$ cat src/rtl/tsched_pkg.sv
// ============================================================================
// Task ring scheduler package
// Slot states, request and status codes, the slot entry layout and the
// sequencer states shared by the scheduler.
// ============================================================================
package tsched_pkg;

    localparam int SLOT_COUNT = 16;
    localparam int SLOT_W     = $clog2(SLOT_COUNT);
    localparam int STEP_W     = $clog2(SLOT_COUNT + 1);

    localparam logic [31:0] TASK_TAG_BASE = 32'h8000_0000;

    // Slot states
    localparam logic [2:0] S_UNUSED  = 3'd0;
    localparam logic [2:0] S_READY   = 3'd1;
    localparam logic [2:0] S_RUNNING = 3'd2;
    localparam logic [2:0] S_BLOCKED = 3'd3;
    localparam logic [2:0] S_STOPPED = 3'd4;
    localparam logic [2:0] S_ZOMBIE  = 3'd5;

    // Result status codes
    localparam logic [2:0] R_OK       = 3'd0;
    localparam logic [2:0] R_NOSLOT   = 3'd1;
    localparam logic [2:0] R_NOTFOUND = 3'd2;
    localparam logic [2:0] R_NOTCHILD = 3'd3;
    localparam logic [2:0] R_STOPPED  = 3'd4;
    localparam logic [2:0] R_REFUSED  = 3'd5;
    localparam logic [2:0] R_NOSWITCH = 3'd6;

    // Request codes
    localparam logic [3:0] REQ_CREATE   = 4'd0;
    localparam logic [3:0] REQ_YIELD    = 4'd1;
    localparam logic [3:0] REQ_BLOCK    = 4'd2;
    localparam logic [3:0] REQ_WAKE_ONE = 4'd3;
    localparam logic [3:0] REQ_WAKE_ALL = 4'd4;
    localparam logic [3:0] REQ_STOP     = 4'd5;
    localparam logic [3:0] REQ_CONT     = 4'd6;
    localparam logic [3:0] REQ_EXIT     = 4'd7;
    localparam logic [3:0] REQ_KILL     = 4'd8;
    localparam logic [3:0] REQ_REAP     = 4'd9;

    typedef struct packed {
        logic [2:0]        stat;
        logic [15:0]       pid;
        logic [15:0]       parent;
        logic [31:0]       tag;
        logic [SLOT_W-1:0] link;
        logic [31:0]       xval;
    } entry_t;

    typedef enum logic [3:0] {
        ST_IDLE,
        ST_CUR_RD,
        ST_DISPATCH,
        ST_CR_LINK,
        ST_Y_RD,
        ST_Y_CHK,
        ST_Y_NEW,
        ST_F_RD,
        ST_F_CHK,
        ST_ACT,
        ST_W_RD,
        ST_W_CHK,
        ST_U_START,
        ST_U_RD,
        ST_U_CHK,
        ST_FINISH
    } state_t;

endpackage

$ cat src/rtl/task_ring_scheduler.sv
// ============================================================================
// Task ring scheduler
// Task table of round-robin slots with wait channels, held in one slot memory
// and walked by a sequencer that reads each slot and then checks it.
// ============================================================================
//
//  Channel   Signals                                          Handshake
//  --------  -----------------------------------------------  ----------------
//  request   req_type, target_pid, channel, exit_value        start && !busy
//  result    status, result_pid, exit_value_out, switched,    done, one cycle
//            switch_from, switch_to
//
//  Each ring or table step is a read of the slot memory and a check of its
//  registered data; kill may scan the table, walk the ring to wake waiters
//  and walk it again to unlink.
//  Reset clears the live bits, the running slot and the pid counter at once;
//  the slot memory itself needs no clearing pass.
//  The result is shown for one cycle with done; the receiver cannot stall,
//  and busy drops in the cycle done is high.
//
module task_ring_scheduler
    import tsched_pkg::*;
(
    input  logic               clk,
    input  logic               rst_n,
    input  logic               start,
    output logic               busy,
    input  logic [3:0]         req_type,
    input  logic [15:0]        target_pid,
    input  logic [31:0]        channel,
    input  logic signed [31:0] exit_value,
    output logic               done,
    output logic [2:0]         status,
    output logic [15:0]        result_pid,
    output logic signed [31:0] exit_value_out,
    output logic               switched,
    output logic [3:0]         switch_from,
    output logic [3:0]         switch_to
);

    entry_t mem [SLOT_COUNT];

    state_t state_reg, state_next;

    logic [3:0]        req_reg, req_next;
    logic [15:0]       tpid_reg, tpid_next;
    logic [31:0]       chan_reg, chan_next;
    logic [31:0]       ev_reg, ev_next;
    logic [SLOT_W-1:0] cur_reg, cur_next;
    logic              run_valid_reg, run_valid_next;
    logic [15:0]       pid_cnt_reg, pid_cnt_next;
    logic [SLOT_COUNT-1:0] live_reg, live_next;
    entry_t            rdata_reg;
    entry_t            cur_e_reg, cur_e_next;
    entry_t            tgt_e_reg, tgt_e_next;
    logic [SLOT_W-1:0] tgt_reg, tgt_next;
    logic [SLOT_W-1:0] walk_reg, walk_next;
    logic [STEP_W-1:0] step_reg, step_next;
    logic [31:0]       wtag_reg, wtag_next;
    logic              woke_reg, woke_next;

    logic              done_reg, done_next;
    logic [2:0]        stat_reg, stat_next;
    logic [15:0]       rpid_reg, rpid_next;
    logic [31:0]       xout_reg, xout_next;
    logic              sw_reg, sw_next;
    logic [3:0]        from_reg, from_next;
    logic [3:0]        to_reg, to_next;

    logic              mem_we;
    logic [SLOT_W-1:0] mem_waddr, mem_raddr;
    entry_t            mem_wdata;

    logic              accept;
    logic              have;
    logic              free_found;
    logic [SLOT_W-1:0] free_idx;
    logic              step_last;
    logic              f_hit, f_last;
    logic              w_hit, w_stop, w_end;
    logic              y_ready, y_at_cur, y_end;
    logic              u_hit;
    logic              is_wake, is_kill;

    assign accept    = start && (state_reg == ST_IDLE);
    assign have      = run_valid_reg;
    assign step_last = (step_reg == STEP_W'(SLOT_COUNT - 1));
    assign f_hit     = live_reg[walk_reg] && (rdata_reg.pid == tpid_reg);
    assign f_last    = (walk_reg == SLOT_W'(SLOT_COUNT - 1));
    assign w_hit     = (rdata_reg.stat == S_BLOCKED) && (rdata_reg.tag == wtag_reg);
    assign is_wake   = (req_reg == REQ_WAKE_ONE) || (req_reg == REQ_WAKE_ALL);
    assign is_kill   = (req_reg == REQ_KILL);
    // Wake-one ends at the first match; otherwise a walk ends when the next link leads back to the running slot.
    assign w_stop    = w_hit && (req_reg == REQ_WAKE_ONE);
    assign w_end     = w_stop || (rdata_reg.link == cur_reg) || step_last;
    assign y_ready   = (rdata_reg.stat == S_READY);
    assign y_at_cur  = (walk_reg == cur_reg);
    assign y_end     = y_ready || y_at_cur || step_last;
    assign u_hit     = (rdata_reg.link == tgt_reg);

    always_comb
    begin
        free_found = 1'b0;
        free_idx   = '0;
        for (int i = SLOT_COUNT - 1; i >= 0; i--)
        begin
            if (!live_reg[i])
            begin
                free_found = 1'b1;
                free_idx   = SLOT_W'(i);
            end
        end
    end

    // Next state
    always_comb
    begin
        state_next = state_reg;
        unique case (state_reg)
            ST_IDLE:     if (start) state_next = ST_CUR_RD;
            ST_CUR_RD:   state_next = ST_DISPATCH;
            ST_DISPATCH:
            begin
                unique case (req_reg)
                    REQ_CREATE:
                        state_next = (free_found && have) ? ST_CR_LINK : ST_FINISH;
                    REQ_YIELD:
                        state_next = have ? ST_Y_RD : ST_FINISH;
                    REQ_WAKE_ONE, REQ_WAKE_ALL:
                        state_next = have ? ST_W_RD : ST_FINISH;
                    REQ_STOP, REQ_CONT, REQ_KILL:
                        state_next = ST_F_RD;
                    REQ_EXIT:
                        state_next = (have && rdata_reg.stat != S_ZOMBIE) ?
                                     ST_W_RD : ST_FINISH;
                    REQ_REAP:
                        state_next = have ? ST_F_RD : ST_FINISH;
                    default:
                        state_next = ST_FINISH;
                endcase
            end
            ST_CR_LINK:  state_next = ST_FINISH;
            ST_Y_RD:     state_next = ST_Y_CHK;
            ST_Y_CHK:
            begin
                if (y_ready && !y_at_cur)
                    state_next = ST_Y_NEW;
                else if (y_end)
                    state_next = ST_FINISH;
                else
                    state_next = ST_Y_RD;
            end
            ST_Y_NEW:    state_next = ST_FINISH;
            ST_F_RD:     state_next = ST_F_CHK;
            ST_F_CHK:
            begin
                if (f_hit)
                    state_next = ST_ACT;
                else if (f_last)
                    state_next = ST_FINISH;
                else
                    state_next = ST_F_RD;
            end
            ST_ACT:
            begin
                unique case (req_reg)
                    REQ_STOP:
                        state_next = (tgt_e_reg.stat != S_ZOMBIE && have) ?
                                     ST_W_RD : ST_FINISH;
                    REQ_KILL:
                    begin
                        if ((have && tgt_reg == cur_reg) || tpid_reg == 16'd0)
                            state_next = ST_FINISH;
                        else
                            state_next = have ? ST_W_RD : ST_U_START;
                    end
                    REQ_REAP:
                        state_next = (tgt_reg != cur_reg &&
                                      tgt_e_reg.parent == cur_e_reg.pid &&
                                      tgt_e_reg.stat == S_ZOMBIE) ?
                                     ST_U_START : ST_FINISH;
                    default:
                        state_next = ST_FINISH;
                endcase
            end
            ST_W_RD:     state_next = ST_W_CHK;
            ST_W_CHK:
            begin
                if (w_end)
                    state_next = is_kill ? ST_U_START : ST_FINISH;
                else
                    state_next = ST_W_RD;
            end
            ST_U_START:
                state_next = (tgt_e_reg.link == tgt_reg) ? ST_FINISH : ST_U_RD;
            ST_U_RD:     state_next = ST_U_CHK;
            ST_U_CHK:    state_next = (u_hit || step_last) ? ST_FINISH : ST_U_RD;
            ST_FINISH:   state_next = ST_IDLE;
            default:     state_next = ST_IDLE;
        endcase
    end

    // Datapath and memory control
    always_comb
    begin
        req_next       = req_reg;
        tpid_next      = tpid_reg;
        chan_next      = chan_reg;
        ev_next        = ev_reg;
        cur_next       = cur_reg;
        run_valid_next = run_valid_reg;
        pid_cnt_next   = pid_cnt_reg;
        live_next      = live_reg;
        cur_e_next     = cur_e_reg;
        tgt_e_next     = tgt_e_reg;
        tgt_next       = tgt_reg;
        walk_next      = walk_reg;
        step_next      = step_reg;
        wtag_next      = wtag_reg;
        woke_next      = woke_reg;
        done_next      = 1'b0;
        stat_next      = stat_reg;
        rpid_next      = rpid_reg;
        xout_next      = xout_reg;
        sw_next        = sw_reg;
        from_next      = from_reg;
        to_next        = to_reg;
        mem_we         = 1'b0;
        mem_waddr      = cur_reg;
        mem_wdata      = rdata_reg;
        mem_raddr      = walk_reg;

        unique case (state_reg)
            ST_IDLE:
            begin
                if (accept)
                begin
                    req_next  = req_type;
                    tpid_next = target_pid;
                    chan_next = channel;
                    ev_next   = exit_value;
                    stat_next = R_OK;
                    rpid_next = '0;
                    xout_next = '0;
                    sw_next   = 1'b0;
                    from_next = '0;
                    to_next   = '0;
                end
            end
            ST_CUR_RD:
            begin
                mem_raddr = cur_reg;
            end
            ST_DISPATCH:
            begin
                cur_e_next = rdata_reg;
                step_next  = '0;
                woke_next  = 1'b0;
                walk_next  = cur_reg;
                wtag_next  = chan_reg;
                unique case (req_reg)
                    REQ_CREATE:
                    begin
                        if (!free_found)
                            stat_next = R_NOSLOT;
                        else
                        begin
                            mem_we           = 1'b1;
                            mem_waddr        = free_idx;
                            mem_wdata        = '0;
                            mem_wdata.pid    = pid_cnt_reg;
                            mem_wdata.parent = have ? rdata_reg.pid : 16'd0;
                            mem_wdata.stat   = have ? S_READY : S_RUNNING;
                            mem_wdata.link   = have ? rdata_reg.link : free_idx;
                            live_next[free_idx] = 1'b1;
                            pid_cnt_next     = pid_cnt_reg + 16'd1;
                            rpid_next        = pid_cnt_reg;
                            tgt_next         = free_idx;
                            if (!have)
                            begin
                                run_valid_next = 1'b1;
                                cur_next       = free_idx;
                                sw_next        = 1'b1;
                                to_next        = 4'(free_idx);
                            end
                        end
                    end
                    REQ_YIELD:
                    begin
                        if (!have)
                            stat_next = R_NOSWITCH;
                        walk_next = rdata_reg.link;
                    end
                    REQ_BLOCK:
                    begin
                        if (!have || rdata_reg.stat != S_RUNNING)
                            stat_next = R_REFUSED;
                        else
                        begin
                            mem_we         = 1'b1;
                            mem_wdata.stat = S_BLOCKED;
                            mem_wdata.tag  = chan_reg;
                            rpid_next      = rdata_reg.pid;
                        end
                    end
                    REQ_WAKE_ONE, REQ_WAKE_ALL:
                    begin
                        if (!have)
                            stat_next = R_NOTFOUND;
                    end
                    REQ_STOP, REQ_CONT, REQ_KILL, REQ_REAP:
                    begin
                        walk_next = '0;
                        if (req_reg == REQ_REAP && !have)
                            stat_next = R_REFUSED;
                    end
                    REQ_EXIT:
                    begin
                        if (!have || rdata_reg.stat == S_ZOMBIE)
                            stat_next = R_REFUSED;
                        else
                        begin
                            mem_we         = 1'b1;
                            mem_wdata.stat = S_ZOMBIE;
                            mem_wdata.xval = ev_reg;
                            rpid_next      = rdata_reg.pid;
                            wtag_next      = TASK_TAG_BASE + {16'd0, rdata_reg.pid};
                        end
                    end
                    default:
                        stat_next = R_REFUSED;
                endcase
            end
            ST_CR_LINK:
            begin
                mem_we         = 1'b1;
                mem_wdata      = cur_e_reg;
                mem_wdata.link = tgt_reg;
            end
            ST_Y_RD:
            begin
                mem_raddr = walk_reg;
            end
            ST_Y_CHK:
            begin
                if (y_ready && !y_at_cur)
                begin
                    // The old slot gives up the processor only if it still runs.
                    mem_we    = 1'b1;
                    mem_wdata = cur_e_reg;
                    if (cur_e_reg.stat == S_RUNNING)
                        mem_wdata.stat = S_READY;
                    tgt_next   = walk_reg;
                    tgt_e_next = rdata_reg;
                end
                else if (y_end)
                    stat_next = R_NOSWITCH;
                else
                begin
                    walk_next = rdata_reg.link;
                    step_next = step_reg + 1'b1;
                end
            end
            ST_Y_NEW:
            begin
                mem_we         = 1'b1;
                mem_waddr      = tgt_reg;
                mem_wdata      = tgt_e_reg;
                mem_wdata.stat = S_RUNNING;
                cur_next       = tgt_reg;
                rpid_next      = tgt_e_reg.pid;
                sw_next        = 1'b1;
                from_next      = 4'(cur_reg);
                to_next        = 4'(tgt_reg);
            end
            ST_F_RD:
            begin
                mem_raddr = walk_reg;
            end
            ST_F_CHK:
            begin
                if (f_hit)
                begin
                    tgt_next   = walk_reg;
                    tgt_e_next = rdata_reg;
                    if (req_reg != REQ_REAP || walk_reg != cur_reg)
                        rpid_next = tpid_reg;
                    else
                        rpid_next = tpid_reg;
                end
                else if (f_last)
                    stat_next = R_NOTFOUND;
                else
                    walk_next = walk_reg + 1'b1;
            end
            ST_ACT:
            begin
                walk_next = cur_reg;
                step_next = '0;
                wtag_next = TASK_TAG_BASE + {16'd0, tpid_reg};
                mem_waddr = tgt_reg;
                mem_wdata = tgt_e_reg;
                unique case (req_reg)
                    REQ_STOP:
                    begin
                        if (tgt_e_reg.stat == S_ZOMBIE)
                            stat_next = R_REFUSED;
                        else
                        begin
                            mem_we         = 1'b1;
                            mem_wdata.stat = S_STOPPED;
                        end
                    end
                    REQ_CONT:
                    begin
                        if (tgt_e_reg.stat != S_STOPPED)
                            stat_next = R_REFUSED;
                        else
                        begin
                            mem_we         = 1'b1;
                            mem_wdata.stat = (have && tgt_reg == cur_reg) ?
                                             S_RUNNING : S_READY;
                        end
                    end
                    REQ_KILL:
                    begin
                        if ((have && tgt_reg == cur_reg) || tpid_reg == 16'd0)
                            stat_next = R_REFUSED;
                    end
                    REQ_REAP:
                    begin
                        if (tgt_reg == cur_reg)
                            stat_next = R_REFUSED;
                        else if (tgt_e_reg.parent != cur_e_reg.pid)
                            stat_next = R_NOTCHILD;
                        else if (tgt_e_reg.stat == S_STOPPED)
                            stat_next = R_STOPPED;
                        else if (tgt_e_reg.stat != S_ZOMBIE)
                            stat_next = R_REFUSED;
                        else
                            xout_next = tgt_e_reg.xval;
                    end
                    default:
                        stat_next = R_REFUSED;
                endcase
            end
            ST_W_RD:
            begin
                mem_raddr = walk_reg;
            end
            ST_W_CHK:
            begin
                if (w_hit)
                begin
                    mem_we         = 1'b1;
                    mem_waddr      = walk_reg;
                    mem_wdata.stat = S_READY;
                    woke_next      = 1'b1;
                    if (!woke_reg && is_wake)
                        rpid_next = rdata_reg.pid;
                end
                if (w_end)
                begin
                    if (is_wake && !woke_reg && !w_hit)
                        stat_next = R_NOTFOUND;
                end
                else
                begin
                    walk_next = rdata_reg.link;
                    step_next = step_reg + 1'b1;
                end
            end
            ST_U_START:
            begin
                live_next[tgt_reg] = 1'b0;
                walk_next          = tgt_reg;
                step_next          = '0;
            end
            ST_U_RD:
            begin
                mem_raddr = walk_reg;
            end
            ST_U_CHK:
            begin
                if (u_hit)
                begin
                    mem_we         = 1'b1;
                    mem_waddr      = walk_reg;
                    mem_wdata.link = tgt_e_reg.link;
                end
                else
                begin
                    walk_next = rdata_reg.link;
                    step_next = step_reg + 1'b1;
                end
            end
            ST_FINISH:
            begin
                done_next = 1'b1;
            end
            default:
            begin
                done_next = 1'b0;
            end
        endcase
    end

    // Slot memory: one write and one registered read a cycle, write forwarded.
    always_ff @(posedge clk)
    begin
        if (mem_we)
            mem[mem_waddr] <= mem_wdata;
        if (mem_we && mem_waddr == mem_raddr)
            rdata_reg <= mem_wdata;
        else
            rdata_reg <= mem[mem_raddr];
    end

    always_ff @(posedge clk or negedge rst_n)
    begin
        if (!rst_n)
        begin
            state_reg     <= ST_IDLE;
            run_valid_reg <= 1'b0;
            cur_reg       <= '0;
            pid_cnt_reg   <= '0;
            live_reg      <= '0;
            done_reg      <= 1'b0;
        end
        else
        begin
            state_reg     <= state_next;
            run_valid_reg <= run_valid_next;
            cur_reg       <= cur_next;
            pid_cnt_reg   <= pid_cnt_next;
            live_reg      <= live_next;
            done_reg      <= done_next;
        end
    end

    always_ff @(posedge clk)
    begin
        req_reg   <= req_next;
        tpid_reg  <= tpid_next;
        chan_reg  <= chan_next;
        ev_reg    <= ev_next;
        cur_e_reg <= cur_e_next;
        tgt_e_reg <= tgt_e_next;
        tgt_reg   <= tgt_next;
        walk_reg  <= walk_next;
        step_reg  <= step_next;
        wtag_reg  <= wtag_next;
        woke_reg  <= woke_next;
        stat_reg  <= stat_next;
        rpid_reg  <= rpid_next;
        xout_reg  <= xout_next;
        sw_reg    <= sw_next;
        from_reg  <= from_next;
        to_reg    <= to_next;
    end

    assign busy           = (state_reg != ST_IDLE);
    assign done           = done_reg;
    assign status         = stat_reg;
    assign result_pid     = rpid_reg;
    assign exit_value_out = xout_reg;
    assign switched       = sw_reg;
    assign switch_from    = from_reg;
    assign switch_to      = to_reg;

    // A result is only shown once the sequencer has returned to idle.
    a_done_idle: assert property (@(posedge clk) disable iff (!rst_n)
        done_reg |-> state_reg == ST_IDLE)
        else $error("result shown while a request is in progress");

    // Once a task runs there is always a running slot.
    a_run_stays: assert property (@(posedge clk) disable iff (!rst_n)
        run_valid_reg |=> run_valid_reg)
        else $error("running slot lost");

    // The running slot is never freed.
    a_run_live: assert property (@(posedge clk) disable iff (!rst_n)
        run_valid_reg |-> live_reg[cur_reg])
        else $error("running slot is not live");

    // A reported switch names the slot that now runs.
    a_switch_to: assert property (@(posedge clk) disable iff (!rst_n)
        (done_reg && sw_reg) |-> (run_valid_reg && to_reg == 4'(cur_reg)))
        else $error("switch target differs from running slot");

endmodule

$ cat config.mk
export PLATFORM = sky130hd
export DESIGN_NAME = task_ring_scheduler
export DESIGN_NICKNAME = d
export VERILOG_FILES = /design/src/rtl/tsched_pkg.sv /design/src/rtl/task_ring_scheduler.sv
export SDC_FILE = /design/constraint.sdc
export NUM_CORES = 2
export LEC_CHECK = 0
export ABC_AREA = 1
export BUFFER_PORTS_ARGS = -buffer_cell sky130_fd_sc_hd__buf_2
export CORE_ASPECT_RATIO = 0.9
export CORE_UTILIZATION = 50
export CTS_BUF_LIST = sky130_fd_sc_hd__clkbuf_8 sky130_fd_sc_hd__clkbuf_16
export CTS_CLUSTER_DIAMETER = 200
export DETAILED_ROUTE_END_ITERATION = 6
export PLACE_DENSITY = 0.76
export SETUP_SLACK_MARGIN = 0.05
export SYNTH_ARGS = -nofsm -noshare
export SYNTH_HDL_FRONTEND = slang
export SYNTH_SLANG_ARGS = --single-unit
$ cat constraint.sdc
create_clock -name clk -period 9.2 [get_ports clk]
set_input_delay 1.84 -clock clk [delete_from_list [all_inputs] [get_ports clk]]
set_output_delay 1.84 -clock clk [all_outputs]
set_load 0.01 [all_outputs]
==> insert_results.sql <==
INSERT INTO impl_metrics (metric_group, metric, value, unit) VALUES
('grt', 'number_of_global_route_vias_before_repair', '58964', ''),
('layout', 'sequential_cell_area', '0.0625', 'mm^2'),
('layout', 'utilization', '55.6', '%'),
('critical_path', 'worst-endpoint-arrival', '7.47', 'ns'),
('detailed_routing', 'drcViolationCount', '0', ''),
('placed_design', 'gp_congestion', '0.975', ''),
('yosys', 'post_synth_inst_count', '7266', ''),
('sta', 'setup_repair_after_global_routing_missed_its_margin', 'false', ''),
('detailed_routing', 'route.vias.total', '61350', ''),
('sta', 'setup_viol', '0', ''),
('layout', 'layout-drive-gt1-share', '8.48', '%'),
('placed_design', 'number_of_port_buffers', '148', ''),
('cts', 'cts-root-buf', 'clkbuf_16', ''),
('cts', 'cts_max_path_buffers', '3', ''),
('cts', 'cts_inserted_buffers', '197', ''),
('detailed_routing', 'drtPass1Iterations', '6', ''),
('sta', 'finalCritPeriodShare', '76.4', '%'),
('critical_path', 'worst_setup_path_end_kind', 'flop', ''),
('yosys', 'yosysWarningCount', '0', ''),
('floorplanning', 'initial_core_utilization', '50.3', '%'),
('grt', 'gr_ovfl_total', '0', ''),
('critical_path', 'critical_path.max_fanout', '106', ''),
('layout', 'layout-area-overhead-vs-synth', '10.4', '%'),
('detailed_routing', 'route.detailed.vias_per_inst', '6.32', ''),
('pwr', 'leakage', '33.4', 'nW'),
('grt', 'grt_pass1_wl', '374000', 'um'),
('sta', 'fin_ws', '2.18', 'ns'),
('detailed_routing', 'first_iter_violations', '9018', ''),
('sta', 'worst_pin_slew', '1.39', 'ns'),
('floorplanning', 'rows', '145', ''),
('cts', 'insertion_delay', '0.88', 'ns'),
('placed_design', 'dp_hpwl', '133000', 'um'),
('floorplanning', 'core', '0.173', 'mm^2'),
('cts', 'post_cts_resized', '0', ''),
('hold_path', 'worst_hold_path_type', 'flop to flop', ''),
('pwr', 'power_per_cell_area', '393', 'mW/mm^2'),
('detailed_routing', 'antenna_violating_nets_post_route', '0', ''),
('detailed_routing', 'wl_per_cell', '26.2', 'um'),
('run_status', 'run_status', 'completed', ''),
('floorplanning', 'num_io_pins', '149', ''),
('grt', 'initial_antenna_violation_count', '4', ''),
('sta', 'maxClockFrequency', '142', 'MHz'),
('cts', 'hold_buffers', '0', ''),
('yosys', 'ys_types', '59', ''),
('cts', 'cts.repair_timing.setup_buffer_count', '0', ''),
('layout', 'number_of_flip_flops_in_the_largest_register', '1648', ''),
('detailed_routing', 'finalWirelength', '255000', 'um'),
('sta', 'finalMaxSlewViolations', '0', ''),
('cts', 'cts_tree', 'yes', ''),
('pwr', 'vdd_drop_max', '0.000309', 'V'),
('sta', 'finalSetupTns', '0', 'ns'),
('layout', 'finish.net_count', '7361', ''),
('yosys', 'synth_async_sr_flop_share', '2.01', '%'),
('yosys', 'syn-num-nets', '7357', ''),
('sta', 'finalHoldViolations', '0', ''),
('layout', 'diodes', '0', ''),
('run', 'max_cap_violations', '0', ''),
('sta', 'finalHoldWorstSlack', '0.503', 'ns'),
('floorplanning', 'total_die_area', '0.176', 'mm^2'),
('floorplanning', 'die_h', '398', 'um'),
('grt', 'maximum_number_of_pins_on_one_net_before_global_route_repair', '252', ''),
('layout', 'most_frequent_standard_cell_in_the_layout_excluding_fill_and_tap_cells', 'edfxtp_1', ''),
('layout', 'most-common-layout-cells', 'edfxtp_1 (2044), nand2_1 (1092), nor2_1 (985), o21ai_0 (760), inv_1 (482)', ''),
('grt', 'grt_util_all_layers', '28.3', '%'),
('pwr', 'fin_total_pwr', '37.9', 'mW'),
('yosys', 'synth_seq_cells', '2090', ''),
('critical_path', 'cp_data_required_time', '9.64', 'ns'),
('layout', 'num-fill-cells', '13680', ''),
('cts', 'clk_pin_slew', '0.07', 'ns'),
('sta', 'max-slew-margin-rel', '6.62', '%'),
('cts', 'htree_levels', '4', ''),
('critical_path', 'critical_path.startpoint_type', 'flop', ''),
('yosys', 'synth_top_flop_cell', 'edfxtp_1', ''),
('yosys', 'syn_area', '0.0873', 'mm^2'),
('sta', 'clock_skew', '0.0764', 'ns'),
('layout', 'multi_input_combinational_cell_area', '0.0212', 'mm^2'),
('critical_path', 'crit_type', 'flop to flop', ''),
('placed_design', 'pre_cts_slack', '2.44', 'ns'),
('sta', 'final.min_clock_period', '7.02', 'ns'),
('floorplanning', 'die_width', '443', 'um'),
('cts', 'cts.sink_count', '2090', ''),
('yosys', 'average_footprint_of_a_synthesized_cell', '12.0', 'um^2'),
('yosys', 'synth_edf_count', '2044', ''),
('yosys', 'synth_seq_area_share', '71.6', '%');
[where the power goes]
part	switching (mW)	internal [mW]	leakage, nW
combinational	10.8	2.99	11.0
sequential	0.509	15.5	19.1
clock	3.62	4.42	3.28
total	15.0	22.9	33.4
[metrics by stage]
step / area [um^2] / instances
after floorplan: 87300 / 7266
after global placement: 90000 / 9349
after detailed placement: 90000 / 9349
after CTS: 96400 / 9710
after global routing: 96400 / 9710
final: 96400 / 9710
[per-layer routing]
metal	track usage [%]	wire length [um]	up-vias
li1	-	-	26272
met1	36.9	91200	29781
met2	44.9	117000	4393
met3	5.54	30800	902
met4	15.4	15200	2
met5	0	13	-
[path summary, 6_finish.rpt]
| path | from | to | slack [ns] | cells past startpoint |
|---|---|---|---|---|
| hold reg to reg | pid_cnt_reg[15] | pid_cnt_reg[15] | 0.50 | 1 |
| hold / removal | pid_cnt_reg[15] | pid_cnt_reg[15] | 0.50 | 1 |
| setup / recovery | flop | mem[5][20] | 2.18 | 22 |
| setup reg to reg | flop | mem[5][20] | 2.18 | 22 |
| min in group asynchronous | rst_n | state_reg[3] | 1.19 | 1 |
| max in group asynchronous | rst_n | pid_cnt_reg[11] | 7.30 | 1 |
[critical path, cell delays in order, from the launching register on]
cell     delay [ns]
dfxtp_4        0.73
buf_4          0.91
buf_4          0.75
nor2_1         0.13
nor2_1         0.10
o21ai_0        0.11
nand3_1        0.13
nand3_1        0.12
nand2_2        0.13
nand2_1        0.05
nand2_1        0.06
nand2_1        0.06
nor2_2         0.22
nand2_1        0.13
nor2_4         0.25
nand3_4        0.17
nand2_4        0.12
nor2_1         0.07
a21oi_2        0.16
nand2_1        0.27
nor2_4         0.19
buf_4          0.65
buf_4          0.80
[cells by family (layout without fill, tap and decap cells)]
logic type	count (synthesis)	count (layout)	share of synthesized area, %
AOI/OAI and AO/OA	1558	1558	10.9
xor gates and xnor gates	50	50	0.501
adders and majority gates	4	4	0.0573
buffers and inverters	914	1080	4.45
DFF	2090	2090	71.6
and+or+nand+nor	2650	2650	12.5
[cells in the mapped netlist, types with 42 or more instances]
library cell	n	share of area (%)
nor2_1	1006	4.3
o21ai_0	762	4.4
nand3_1	420	2.4
inv_1	446	1.9
o21ai_1	48	0.28
o221ai_1	187	1.9
edfxtp_1	2044	70
nand2_1	1096	4.7
o211ai_1	165	1.4
dfrtp_1	42	1.2
o2111ai_1	60	0.60
a21oi_1	86	0.49
o22ai_1	157	1.1
xor2_1	45	0.45
buf_2	144	0.83
clkbuf_1	222	0.95
[layout make-up]
class	count	share of cell area (%)
multi-input combinational	4262	21.9
inverter	468	1.87
sequential	2090	64.9
tap	2278	2.96
timing repair buffer	251	1.73
clock inverter	163	1.51
clock buffer	198	5.14
Power figures use the tool's default switching activity.
